`src/hdl/hrlc_pkg.sv`:
```
// Shared types, constants and keyword tables for the request line classifier.
`default_nettype none
package hrlc_pkg;

    localparam int COUNT_WIDTH_DEF = 32;
    localparam int OUT_W           = 32;
    localparam int IDX_W           = 4;
    localparam int CLS_W           = 3;
    localparam int POS_W           = 4;
    localparam int MASK_W          = 5;

    localparam int NUM_METH_CLS  = 5;
    localparam int NUM_URI_CLS   = 6;
    localparam int M_AW          = $clog2(NUM_METH_CLS);
    localparam int U_AW          = $clog2(NUM_URI_CLS);
    localparam int URI_IDX_BASE  = NUM_METH_CLS;
    localparam int READ_IDX_LAST = NUM_METH_CLS + NUM_URI_CLS - 1;

    localparam logic [CLS_W-1:0] METH_UNKNOWN = 3'd4;
    localparam logic [CLS_W-1:0] URI_UNKNOWN  = 3'd5;
    localparam logic [POS_W-1:0] POS_MAX      = 4'd15;
    localparam logic [7:0]       CHAR_SPACE   = 8'h20;

    localparam logic CMD_BYTE  = 1'b0;
    localparam logic CMD_READ  = 1'b1;
    localparam logic KIND_LINE = 1'b0;
    localparam logic KIND_READ = 1'b1;

    typedef enum logic [1:0] {
        TOK_METHOD = 2'd0,
        TOK_URI    = 2'd1,
        TOK_PROTO  = 2'd2,
        TOK_DONE   = 2'd3
    } t_tok;

    typedef enum logic [1:0] {
        RSEL_NONE = 2'd0,
        RSEL_METH = 2'd1,
        RSEL_URI  = 2'd2
    } t_rsel;

    typedef struct packed {
        logic [CLS_W-1:0] method;
        logic [CLS_W-1:0] uri;
        logic             proto;
    } t_line_cls;

    localparam logic [7:0] METHOD_TXT [4][8] = '{
        '{"G", "E", "T", 8'h00, 8'h00, 8'h00, 8'h00, 8'h00},
        '{"P", "O", "S", "T", 8'h00, 8'h00, 8'h00, 8'h00},
        '{"P", "U", "T", 8'h00, 8'h00, 8'h00, 8'h00, 8'h00},
        '{"D", "E", "L", "E", "T", "E", 8'h00, 8'h00}
    };
    localparam logic [POS_W-1:0] METHOD_LEN [4] = '{4'd3, 4'd4, 4'd3, 4'd6};

    localparam logic [7:0] URI_TXT [5][8] = '{
        '{"/", 8'h00, 8'h00, 8'h00, 8'h00, 8'h00, 8'h00, 8'h00},
        '{"/", "o", "r", "d", "e", "r", 8'h00, 8'h00},
        '{"/", "p", "r", "o", "d", "u", "c", "t"},
        '{"/", "b", "a", "s", "k", "e", "t", 8'h00},
        '{"/", "h", "e", "l", "p", 8'h00, 8'h00, 8'h00}
    };
    localparam logic [POS_W-1:0] URI_LEN [5] = '{4'd1, 4'd6, 4'd8, 4'd7, 4'd5};

    localparam logic [7:0] PROTO_TXT [8] = '{"H", "T", "T", "P", "/", "1", ".", "1"};
    localparam logic [POS_W-1:0] PROTO_LEN = 4'd8;

    // Keywords that still agree with byte b at position pos; 1 = keep.
    function automatic logic [MASK_W-1:0] match_keep(input t_tok tok,
                                                     input logic [POS_W-1:0] pos,
                                                     input logic [7:0] b);
        logic [MASK_W-1:0] keep;
        keep = '1;
        case (tok)
            TOK_METHOD: begin
                for (int i = 0; i < 4; i++) begin
                    keep[i] = (pos < METHOD_LEN[i]) && (METHOD_TXT[i][pos[2:0]] == b);
                end
            end
            TOK_URI: begin
                for (int i = 0; i < 5; i++) begin
                    keep[i] = (pos < URI_LEN[i]) && (URI_TXT[i][pos[2:0]] == b);
                end
            end
            TOK_PROTO: begin
                keep[0] = (pos < PROTO_LEN) && (PROTO_TXT[pos[2:0]] == b);
            end
            default: keep = '1;
        endcase
        return keep;
    endfunction

    function automatic logic [CLS_W-1:0] pick_method(input logic [MASK_W-1:0] mask,
                                                     input logic [POS_W-1:0] pos);
        logic [CLS_W-1:0] res;
        res = METH_UNKNOWN;
        for (int i = 3; i >= 0; i--) begin
            if (mask[i] && (METHOD_LEN[i] == pos)) res = CLS_W'(i);
        end
        return res;
    endfunction

    function automatic logic [CLS_W-1:0] pick_uri(input logic [MASK_W-1:0] mask,
                                                  input logic [POS_W-1:0] pos);
        logic [CLS_W-1:0] res;
        res = URI_UNKNOWN;
        for (int i = 4; i >= 0; i--) begin
            if (mask[i] && (URI_LEN[i] == pos)) res = CLS_W'(i);
        end
        return res;
    endfunction

endpackage
`default_nettype wire

```
`src/hdl/hrlc_if.sv`:
```
// Request and response channel interfaces for the request line classifier.
`default_nettype none
interface hrlc_req_if;
    import hrlc_pkg::*;
    logic             valid;
    logic             ready;
    logic             cmd;
    logic [7:0]       data_byte;
    logic             end_of_line;
    logic [IDX_W-1:0] counter_index;

    modport source (output valid, cmd, data_byte, end_of_line, counter_index,
                    input ready);
    modport sink   (input valid, cmd, data_byte, end_of_line, counter_index,
                    output ready);
endinterface

interface hrlc_rsp_if;
    import hrlc_pkg::*;
    logic             valid;
    logic             ready;
    logic             kind;
    logic [CLS_W-1:0] method_class;
    logic [CLS_W-1:0] uri_class;
    logic             protocol_known;
    logic [OUT_W-1:0] method_count;
    logic [OUT_W-1:0] uri_count;
    logic [OUT_W-1:0] read_value;

    modport source (output valid, kind, method_class, uri_class, protocol_known,
                    method_count, uri_count, read_value, input ready);
    modport sink   (input valid, kind, method_class, uri_class, protocol_known,
                    method_count, uri_count, read_value, output ready);
endinterface
`default_nettype wire

```
`src/hdl/hrlc_ram.sv`:
```
// Generic single write port, single read port RAM with registered read.
`default_nettype none
module hrlc_ram #(
    parameter int WIDTH = 32,
    parameter int DEPTH = 8
) (
    input  wire logic                     i_clk,
    input  wire logic                     i_we,
    input  wire logic [$clog2(DEPTH)-1:0] i_waddr,
    input  wire logic [WIDTH-1:0]         i_wdata,
    input  wire logic [$clog2(DEPTH)-1:0] i_raddr,
    output      logic [WIDTH-1:0]         o_rdata
);
    logic [WIDTH-1:0] r_mem [DEPTH];

    always_ff @(posedge i_clk) begin
        if (i_we) r_mem[i_waddr] <= i_wdata;
        o_rdata <= r_mem[i_raddr];
    end
endmodule
`default_nettype wire

```
`src/hdl/hrlc_parse.sv`:
```
// Request line tokeniser and keyword matcher, one byte per cycle while i_step is high.
`default_nettype none
module hrlc_parse (
    input  wire logic                     i_clk,
    input  wire logic                     i_rst_n,
    input  wire logic                     i_step,
    input  wire logic [7:0]               i_byte,
    input  wire logic                     i_eol,
    output      hrlc_pkg::t_line_cls      o_cls
);
    import hrlc_pkg::*;

    t_tok              r_tok,   n_tok;
    logic              r_skip,  n_skip;
    logic [POS_W-1:0]  r_pos,   n_pos;
    logic [MASK_W-1:0] r_mask,  n_mask;
    logic [CLS_W-1:0]  r_meth,  n_meth;
    logic [CLS_W-1:0]  r_uri,   n_uri;
    logic              r_proto, n_proto;

    // State after this byte, before the line end is applied
    t_tok              a_tok;
    logic              a_skip;
    logic [POS_W-1:0]  a_pos;
    logic [MASK_W-1:0] a_mask;
    logic [CLS_W-1:0]  a_meth, a_uri;
    logic              a_proto;

    always_comb begin
        a_tok   = r_tok;
        a_skip  = r_skip;
        a_pos   = r_pos;
        a_mask  = r_mask;
        a_meth  = r_meth;
        a_uri   = r_uri;
        a_proto = r_proto;
        if (r_tok != TOK_DONE) begin
            if (i_byte == CHAR_SPACE) begin
                if (!r_skip) begin
                    unique case (r_tok)
                        TOK_METHOD: begin
                            a_meth = pick_method(r_mask, r_pos);
                            a_tok  = TOK_URI;
                        end
                        TOK_URI: begin
                            a_uri = pick_uri(r_mask, r_pos);
                            a_tok = TOK_PROTO;
                        end
                        TOK_PROTO: begin
                            a_proto = r_mask[0] && (r_pos == PROTO_LEN);
                            a_tok   = TOK_DONE;
                        end
                        default: a_tok = TOK_DONE;
                    endcase
                    a_skip = 1'b1;
                    a_pos  = '0;
                    a_mask = '1;
                end
            end else begin
                a_skip = 1'b0;
                a_mask = r_mask & match_keep(r_tok, r_pos, i_byte);
                a_pos  = (r_pos == POS_MAX) ? r_pos : r_pos + 1'b1;
            end
        end
    end

    // Close the open token at the line end
    always_comb begin
        o_cls.method = a_meth;
        o_cls.uri    = a_uri;
        o_cls.proto  = a_proto;
        unique case (a_tok)
            TOK_METHOD: o_cls.method = pick_method(a_mask, a_pos);
            TOK_URI:    o_cls.uri    = pick_uri(a_mask, a_pos);
            TOK_PROTO:  o_cls.proto  = a_mask[0] && (a_pos == PROTO_LEN);
            default:    ;
        endcase
    end

    always_comb begin
        n_tok   = r_tok;
        n_skip  = r_skip;
        n_pos   = r_pos;
        n_mask  = r_mask;
        n_meth  = r_meth;
        n_uri   = r_uri;
        n_proto = r_proto;
        if (i_step) begin
            if (i_eol) begin
                n_tok   = TOK_METHOD;
                n_skip  = 1'b1;
                n_pos   = '0;
                n_mask  = '1;
                n_meth  = METH_UNKNOWN;
                n_uri   = URI_UNKNOWN;
                n_proto = 1'b0;
            end else begin
                n_tok   = a_tok;
                n_skip  = a_skip;
                n_pos   = a_pos;
                n_mask  = a_mask;
                n_meth  = a_meth;
                n_uri   = a_uri;
                n_proto = a_proto;
            end
        end
    end

    always_ff @(posedge i_clk) begin
        if (!i_rst_n) begin
            r_tok   <= TOK_METHOD;
            r_skip  <= 1'b1;
            r_pos   <= '0;
            r_mask  <= '1;
            r_meth  <= METH_UNKNOWN;
            r_uri   <= URI_UNKNOWN;
            r_proto <= 1'b0;
        end else begin
            r_tok   <= n_tok;
            r_skip  <= n_skip;
            r_pos   <= n_pos;
            r_mask  <= n_mask;
            r_meth  <= n_meth;
            r_uri   <= n_uri;
            r_proto <= n_proto;
        end
    end
endmodule
`default_nettype wire

```
`src/hdl/http_request_line_classifier_stats.sv`:
```
// Request line classifier top level: parser, counter RAMs and response register.
// A result is registered in stage 1 and then in the output register before it leaves.
// Throughput: one transfer per cycle unless the output stalls; the counter RAM read is issued in the accept cycle and
// the saturating increment is written back when stage 1 fires, bypassed to a following line.
// Reset clears the parser state and the per-entry counter valid bits, so counters read zero.
// No clearing pass is needed; the block accepts transfers in the first cycle after reset.
`default_nettype none
module http_request_line_classifier_stats #(
    parameter int COUNT_WIDTH = hrlc_pkg::COUNT_WIDTH_DEF
) (
    input  wire logic  i_clk,
    input  wire logic  i_rst_n,
    hrlc_req_if.sink   i_req,
    hrlc_rsp_if.source o_rsp
);
    import hrlc_pkg::*;

    logic      acc, is_read, step, s1_adv, s1_fire;
    t_line_cls line_cls;
    t_rsel     rsel;
    logic [IDX_W-1:0] idx_off;
    logic [M_AW-1:0]  m_addr0, m_raddr;
    logic [U_AW-1:0]  u_addr0, u_raddr;
    logic [COUNT_WIDTH-1:0] m_q, u_q, m_old, u_old, m_new, u_new;
    logic [COUNT_WIDTH+OUT_W-1:0] ext_m_new, ext_u_new, ext_m_old, ext_u_old;
    logic m_we, u_we;

    // Stage 1: RAM read outstanding
    logic            r_s1_valid;
    logic            r_s1_kind;
    t_rsel           r_s1_sel;
    logic [M_AW-1:0] r_s1_m;
    logic [U_AW-1:0] r_s1_u;
    logic            r_s1_proto;

    // Last write-back, for bypass into the following read
    logic                   r_fw_m_vld, r_fw_u_vld;
    logic [M_AW-1:0]        r_fw_m_addr;
    logic [U_AW-1:0]        r_fw_u_addr;
    logic [COUNT_WIDTH-1:0] r_fw_m_data, r_fw_u_data;

    logic [NUM_METH_CLS-1:0] r_m_vld;
    logic [NUM_URI_CLS-1:0]  r_u_vld;

    logic r_o_valid;

    assign s1_adv      = !r_o_valid || o_rsp.ready;
    assign s1_fire     = r_s1_valid && s1_adv;
    assign i_req.ready = !r_s1_valid || s1_adv;
    assign acc         = i_req.valid && i_req.ready;
    assign is_read     = (i_req.cmd == CMD_READ);
    assign step        = acc && !is_read;

    hrlc_parse u_parse (
        .i_clk  (i_clk),
        .i_rst_n(i_rst_n),
        .i_step (step),
        .i_byte (i_req.data_byte),
        .i_eol  (i_req.end_of_line),
        .o_cls  (line_cls)
    );

    always_comb begin
        idx_off = i_req.counter_index - IDX_W'(URI_IDX_BASE);
        if (i_req.counter_index < IDX_W'(URI_IDX_BASE)) begin
            rsel = RSEL_METH;
        end else if (i_req.counter_index <= IDX_W'(READ_IDX_LAST)) begin
            rsel = RSEL_URI;
        end else begin
            rsel = RSEL_NONE;
        end
        m_addr0 = is_read ? i_req.counter_index[M_AW-1:0] : M_AW'(line_cls.method);
        u_addr0 = is_read ? idx_off[U_AW-1:0] : U_AW'(line_cls.uri);
        // Hold the stalled entry's address so its read is repeated
        m_raddr = acc ? m_addr0 : r_s1_m;
        u_raddr = acc ? u_addr0 : r_s1_u;
    end

    hrlc_ram #(.WIDTH(COUNT_WIDTH), .DEPTH(NUM_METH_CLS)) u_meth_ram (
        .i_clk  (i_clk),
        .i_we   (m_we),
        .i_waddr(r_s1_m),
        .i_wdata(m_new),
        .i_raddr(m_raddr),
        .o_rdata(m_q)
    );

    hrlc_ram #(.WIDTH(COUNT_WIDTH), .DEPTH(NUM_URI_CLS)) u_uri_ram (
        .i_clk  (i_clk),
        .i_we   (u_we),
        .i_waddr(r_s1_u),
        .i_wdata(u_new),
        .i_raddr(u_raddr),
        .o_rdata(u_q)
    );

    always_comb begin
        if (r_fw_m_vld && (r_fw_m_addr == r_s1_m)) begin
            m_old = r_fw_m_data;
        end else begin
            m_old = r_m_vld[r_s1_m] ? m_q : '0;
        end
        if (r_fw_u_vld && (r_fw_u_addr == r_s1_u)) begin
            u_old = r_fw_u_data;
        end else begin
            u_old = r_u_vld[r_s1_u] ? u_q : '0;
        end
        m_new = (m_old == '1) ? m_old : m_old + 1'b1;
        u_new = (u_old == '1) ? u_old : u_old + 1'b1;
        m_we  = s1_fire && (r_s1_kind == KIND_LINE);
        u_we  = m_we;
        ext_m_new = {{OUT_W{1'b0}}, m_new};
        ext_u_new = {{OUT_W{1'b0}}, u_new};
        ext_m_old = {{OUT_W{1'b0}}, m_old};
        ext_u_old = {{OUT_W{1'b0}}, u_old};
    end

    always_ff @(posedge i_clk) begin
        if (!i_rst_n) begin
            r_s1_valid <= 1'b0;
            r_o_valid  <= 1'b0;
            r_fw_m_vld <= 1'b0;
            r_fw_u_vld <= 1'b0;
            r_m_vld    <= '0;
            r_u_vld    <= '0;
        end else begin
            if (acc && (is_read || i_req.end_of_line)) begin
                r_s1_valid <= 1'b1;
            end else if (s1_adv) begin
                r_s1_valid <= 1'b0;
            end
            if (s1_fire) begin
                r_o_valid <= 1'b1;
            end else if (o_rsp.ready) begin
                r_o_valid <= 1'b0;
            end
            r_fw_m_vld <= m_we;
            r_fw_u_vld <= u_we;
            if (m_we) r_m_vld[r_s1_m] <= 1'b1;
            if (u_we) r_u_vld[r_s1_u] <= 1'b1;
        end
    end

    always_ff @(posedge i_clk) begin
        if (acc) begin
            r_s1_kind  <= is_read ? KIND_READ : KIND_LINE;
            r_s1_sel   <= rsel;
            r_s1_m     <= m_addr0;
            r_s1_u     <= u_addr0;
            r_s1_proto <= line_cls.proto;
        end
        r_fw_m_addr <= r_s1_m;
        r_fw_u_addr <= r_s1_u;
        r_fw_m_data <= m_new;
        r_fw_u_data <= u_new;
        if (s1_fire) begin
            o_rsp.kind <= r_s1_kind;
            if (r_s1_kind == KIND_LINE) begin
                o_rsp.method_class   <= CLS_W'(r_s1_m);
                o_rsp.uri_class      <= CLS_W'(r_s1_u);
                o_rsp.protocol_known <= r_s1_proto;
                o_rsp.method_count   <= ext_m_new[OUT_W-1:0];
                o_rsp.uri_count      <= ext_u_new[OUT_W-1:0];
                o_rsp.read_value     <= '0;
            end else begin
                o_rsp.method_class   <= '0;
                o_rsp.uri_class      <= '0;
                o_rsp.protocol_known <= 1'b0;
                o_rsp.method_count   <= '0;
                o_rsp.uri_count      <= '0;
                unique case (r_s1_sel)
                    RSEL_METH: o_rsp.read_value <= ext_m_old[OUT_W-1:0];
                    RSEL_URI:  o_rsp.read_value <= ext_u_old[OUT_W-1:0];
                    default:   o_rsp.read_value <= '0;
                endcase
            end
        end
    end

    assign o_rsp.valid = r_o_valid;
endmodule
`default_nettype wire

```
`src/flat_wrapper.sv`:
```
// flat-port wrapper written by rule: the top's interface ports become plain ports
module http_request_line_classifier_stats_flat import hrlc_pkg::*;
#(
    parameter int COUNT_WIDTH = hrlc_pkg::COUNT_WIDTH_DEF
)
  (i_clk, i_rst_n, i_req_valid, i_req_cmd, i_req_data_byte, i_req_end_of_line, i_req_counter_index, i_req_ready, o_rsp_valid, o_rsp_kind, o_rsp_method_class, o_rsp_uri_class, o_rsp_protocol_known, o_rsp_method_count, o_rsp_uri_count, o_rsp_read_value, o_rsp_ready);
  hrlc_req_if i_req_i ();
  hrlc_rsp_if o_rsp_i ();
  input  wire logic i_clk;
  input  wire logic i_rst_n;
  input wire logic [$bits(i_req_i.valid)-1:0] i_req_valid;
  input wire logic [$bits(i_req_i.cmd)-1:0] i_req_cmd;
  input wire logic [$bits(i_req_i.data_byte)-1:0] i_req_data_byte;
  input wire logic [$bits(i_req_i.end_of_line)-1:0] i_req_end_of_line;
  input wire logic [$bits(i_req_i.counter_index)-1:0] i_req_counter_index;
  output wire logic [$bits(i_req_i.ready)-1:0] i_req_ready;
  output wire logic [$bits(o_rsp_i.valid)-1:0] o_rsp_valid;
  output wire logic [$bits(o_rsp_i.kind)-1:0] o_rsp_kind;
  output wire logic [$bits(o_rsp_i.method_class)-1:0] o_rsp_method_class;
  output wire logic [$bits(o_rsp_i.uri_class)-1:0] o_rsp_uri_class;
  output wire logic [$bits(o_rsp_i.protocol_known)-1:0] o_rsp_protocol_known;
  output wire logic [$bits(o_rsp_i.method_count)-1:0] o_rsp_method_count;
  output wire logic [$bits(o_rsp_i.uri_count)-1:0] o_rsp_uri_count;
  output wire logic [$bits(o_rsp_i.read_value)-1:0] o_rsp_read_value;
  input wire logic [$bits(o_rsp_i.ready)-1:0] o_rsp_ready;
  assign i_req_i.valid = i_req_valid;
  assign i_req_i.cmd = i_req_cmd;
  assign i_req_i.data_byte = i_req_data_byte;
  assign i_req_i.end_of_line = i_req_end_of_line;
  assign i_req_i.counter_index = i_req_counter_index;
  assign i_req_ready = i_req_i.ready;
  assign o_rsp_valid = o_rsp_i.valid;
  assign o_rsp_kind = o_rsp_i.kind;
  assign o_rsp_method_class = o_rsp_i.method_class;
  assign o_rsp_uri_class = o_rsp_i.uri_class;
  assign o_rsp_protocol_known = o_rsp_i.protocol_known;
  assign o_rsp_method_count = o_rsp_i.method_count;
  assign o_rsp_uri_count = o_rsp_i.uri_count;
  assign o_rsp_read_value = o_rsp_i.read_value;
  assign o_rsp_i.ready = o_rsp_ready;
  http_request_line_classifier_stats #(.COUNT_WIDTH(COUNT_WIDTH)) u_core (.i_clk(i_clk), .i_rst_n(i_rst_n), .i_req(i_req_i), .o_rsp(o_rsp_i));
endmodule
```
`config.mk`:
```
export PLATFORM = sky130hd
export DESIGN_NAME = http_request_line_classifier_stats_flat
export DESIGN_NICKNAME = d
export VERILOG_FILES = /design/src/hdl/hrlc_pkg.sv /design/src/hdl/hrlc_if.sv /design/src/hdl/hrlc_ram.sv /design/src/hdl/hrlc_parse.sv /design/src/hdl/http_request_line_classifier_stats.sv /design/src/flat_wrapper.sv
export SDC_FILE = /design/constraint.sdc
export NUM_CORES = 1
export LEC_CHECK = 0
export BUFFER_PORTS_ARGS = -buffer_cell sky130_fd_sc_hd__buf_2
export CORE_ASPECT_RATIO = 1.25
export CORE_MARGIN = 4
export CORE_UTILIZATION = 35
export CTS_CLUSTER_DIAMETER = 40
export DETAILED_ROUTE_END_ITERATION = 10
export PLACE_DENSITY = 0.56
export SLEW_MARGIN = 20
export SYNTH_ARGS = -nofsm -noshare
export SYNTH_HDL_FRONTEND = slang
export SYNTH_SLANG_ARGS = --single-unit
```
`constraint.sdc`:
```
create_clock -name i_clk -period 9.63 [get_ports i_clk]
set_input_delay 0.963 -clock i_clk [delete_from_list [all_inputs] [get_ports i_clk]]
set_output_delay 0.963 -clock i_clk [all_outputs]
set_load 0.02 [all_outputs]
```
==> flow_metrics.tcl <==
set metrics [dict create \
    rows 115 \
    clockBufferDepth 3 \
    layout_min_cycle_time_ps 4940 \
    cp_slowest_cell "dfxtp_1" \
    finalClockSkew_ps 22.8 \
    hold_viol 0 \
    placed_cells 3387 \
    synth_cells 2333 \
    synth_edf_count 460 \
    tightest_slew_ps 1050 \
    critPathMostFrequentCell "buf_4" \
    antenna_cells 0 \
    synth_ff_type "edfxtp_1" \
    die_w_microns 261 \
    core-area_sq_mm 0.0791 \
    finalSetupViolCount 0 \
    grt_start_max_net_pins 76 \
    critical-path-top-delay-family "simple AND/OR/NAND/NOR gates" \
    track_usage_pct 17.6 \
    maxCapViolations 0 \
    power_density_mw_per_mm2 191 \
    syn_area_per_cell_sq_um 12.0 \
    vias 19200 \
    initial_core_util_pct 35.5 \
    antenna_found_initial 1 \
    clock_sinks 633 \
    synth.distinct_cells 89 \
    drt_pass1_iterations 8 \
    whs_path_depth 1 \
    synth-seq-cells 633 \
    clk_latency_ps 600 \
    cts-root-buf "clkbuf_16" \
    ff2ff_setup_slack_ps 4690 \
    critPathArrivalTime_ps 5400 \
    reg2reg_depth 13 \
    path_cells "mux2_2 -> a22oi_1 -> o21ba_1 -> buf_4 -> o21ai_0 -> ha_1 -> nand2b_1 -> nor3_1 -> and4bb_1 -> buf_4 -> or4_1 -> xnor2_1 -> nor2b_1" \
    post-route-drc-count 0 \
    crit_type "register to register" \
    path_clk_slew_ps 60 \
    worst-path-buf-inv 2 \
    synthesis.area_sq_mm 0.0281 \
    leakagePower_nw 11.5 \
    h-tree-depth 3 \
    grt_overflow 0 \
    status "completed" \
    fin_crit_sh_pct 51.3 \
    slew_headroom_pct 30.1 \
    grt_pass1_wl_microns 117000 \
    drtAntennaViolNets 0 \
    cpPeakStageDelay_ps 660 \
    rsz0062_at_grt "false" \
    drt_wl_total_microns 76300 \
    post_cts_resize_count 0 \
    cts_tree "done" \
    critPathLaunch "u_core.r_s1_m[0]" \
    path_max_fanout 27 \
    irDropWorstVdd_v 0.000119 \
    drt_iter0_drc 1407 \
    ys_seq_area_share_pct 61.6 \
    drv_slew 0 \
    fmax_mhz 202 \
    multi_input_area_sq_mm 0.0100 \
    final_cell_count_no_fill 3515 \
    worstSetupStartpointType "register" \
    chipHeight_microns 325 \
    hp-class "register to register" \
    drive_above_1_share_pct 16.9 \
    post_drt_via_cell_ratio 5.46 \
    r2r-end "u_core.o_rsp.method_count[18]" \
    synth_top_area_share_pct 49.2 \
    io_buffers 123 \
    reg2reg_from "u_core.r_s1_m[0]" \
    cp.depth 13 \
    io_pins 124 \
    synth.yosys.warnings 0 \
    nets 2440 \
    nFillCells 7512 \
    fin_setup_tns_ps 0 \
    area_growth_pct 13.9 \
    async_reset_ff_share_pct 0 \
    cp.required_ps 10080 \
    dieArea_sq_mm 0.0848 \
    seq_area_sq_mm 0.0173 \
    cp-end-kind "register" \
    postCtsHoldBufs 0 \
    grt_pass1_vias 19500 \
    hpwl_microns 48500 \
    syn-num-nets 2367 \
    cts_buffers 69 \
    drt-wirelength-per-cell_microns 21.7 \
    synth_top_area_cell "edfxtp_1" \
    cts_setup_buffers 0 \
    crit_path_end "u_core.o_rsp.method_count[18]" \
    place_congestion 0.852 \
    synthTopCellsByArea "edfxtp_1, dfxtp_1, mux2_2, nand2_1, mux2i_1" \
    postLayoutCoreUtil_pct 40.4 \
]
==> state kept, by name, summed over array words and instances, names as in the netlist, 32 cells and up <==
signal                     flops
u_core.u_uri_ram.o_rdata      32
u_core.u_uri_ram.r_mem       192
u_core.u_meth_ram.o_rdata     32
u_core.o_rsp.method_count     32
u_core.u_meth_ram.r_mem      160
u_core.o_rsp.uri_count        32
u_core.r_fw_m_data            32
u_core.r_fw_u_data            32
u_core.o_rsp.read_value       32
==> worst reg2reg max path: stages (launching register included) <==
cell and delay (ps):
dfxtp_1 660, mux2_2 410, a22oi_1 210, o21ba_1 190, buf_4 320, o21ai_0 400, ha_1 370, nand2b_1 370
nor3_1 130, and4bb_1 280, buf_4 230, or4_1 520, xnor2_1 520, nor2b_1 210
==> kinds of logic after synthesis <==
logic type / count (synthesis) / share of synthesized area [%]
xor gates and xnor gates: 93 / 2.90
AOI/OAI and AO/OA: 410 / 9.88
adders and majority gates: 16 / 0.713
and+or+nand+nor: 812 / 14.9
buffers and inverters: 193 / 3.34
DFF: 633 / 61.6
muxes: 176 / 6.73
==> synthesized netlist by cell type (45+ instances only) <==
cell and n:
nor2_1 131, nor3_1 60, clkbuf_1 89, o21ai_0 55, dfxtp_1 173, a21oi_1 50
nor2b_1 80, nand2_1 223, edfxtp_1 460, nor4_1 48, mux2i_1 75, xor2_1 45
and3_1 46, mux2_2 88, a31oi_1 46, xnor2_1 48, o21ai_1 56, nand3_1 103
==> stage by stage <==
stage          cell area (sq um)  total power, mW  worst slack (ps)  hold WS, ps
5_1_grt                    32000             6.35              4430          476
6_report                   32000             6.12              4690          463
3_5_place_dp               29600             3.51              4450          454
3_3_place_gp               29600             3.51              4580          436
2_1_floorplan              28100             3.39              4280          326
4_1_cts                    31900             6.18              4660          465
==> cell usage in the layout (no fill, tap or decap), types with 9 or more instances in the layout <==
master and instances:
o211ai_1 39, xor2_1 45, xnor2_1 48, inv_1 26, nand2_1 222, and3_1 45, a22oi_1 44, a22o_1 30
mux2_2 88, buf_4 43, nor4_1 48, clkbuf_1 10, edfxtp_1 460, nand3_1 103, a31oi_1 45, clkinv_2 9
a21oi_1 49, inv_6 14, ha_1 16, o21ai_1 54, mux2i_1 75, nor2b_1 80, buf_2 123, nand2b_1 16
o21ai_0 54, nand4_1 23, clkbuf_16 71, or3_1 9, dfxtp_1 173, o22ai_1 11, nor2_1 127, nor3_1 58
mux2_1 13
==> area by class of cell <==
type                       instances  share of cell area, %
inverter                          28                  0.337
sequential                       633                   54.0
multi-input combinational       1507                   31.3
clock inverter                    43                   1.38
timing repair buffer             167                   3.02
tap                             1053                   4.12
clock buffer                      84                   5.80
==> metal layers <==
layer	track usage, %	part of all wire (%)	vias to the layer above
li1	-	-	8861
met4	6.42	3.1	2
met3	2.53	4.9	137
met5	0	0.017	-
met1	22.5	42	9615
met2	30.4	50	579
==> power breakdown <==
part	switching (mW)	internal [mW]	total, mW	leakage [nW]
combinational	0.285	0.151	0.436	4.37
clock	1.13	1.54	2.66	1.12
sequential	0.0445	2.97	3.02	6.00
total	1.45	4.66	6.12	11.5
==> how the worst min path moves through the flow <==
stage / startpoint / to / slack (ps)
finish: u_core.u_meth_ram.r_mem[4][2] / u_core.u_meth_ram.o_rdata[2] / 460
global route: u_core.u_meth_ram.r_mem[4][26] / u_core.u_meth_ram.o_rdata[26] / 480
detailed placement: u_core.u_meth_ram.r_mem[4][8] / u_core.u_meth_ram.o_rdata[8] / 450
CTS: u_core.u_meth_ram.r_mem[4][5] / u_core.u_meth_ram.o_rdata[5] / 460
global placement: u_core.u_meth_ram.r_mem[4][3] / u_core.u_meth_ram.o_rdata[3] / 440
floorplan: u_core.r_s1_m[1] / u_core.r_fw_m_addr[1] / 330
(Power assumes the default switching activity.)
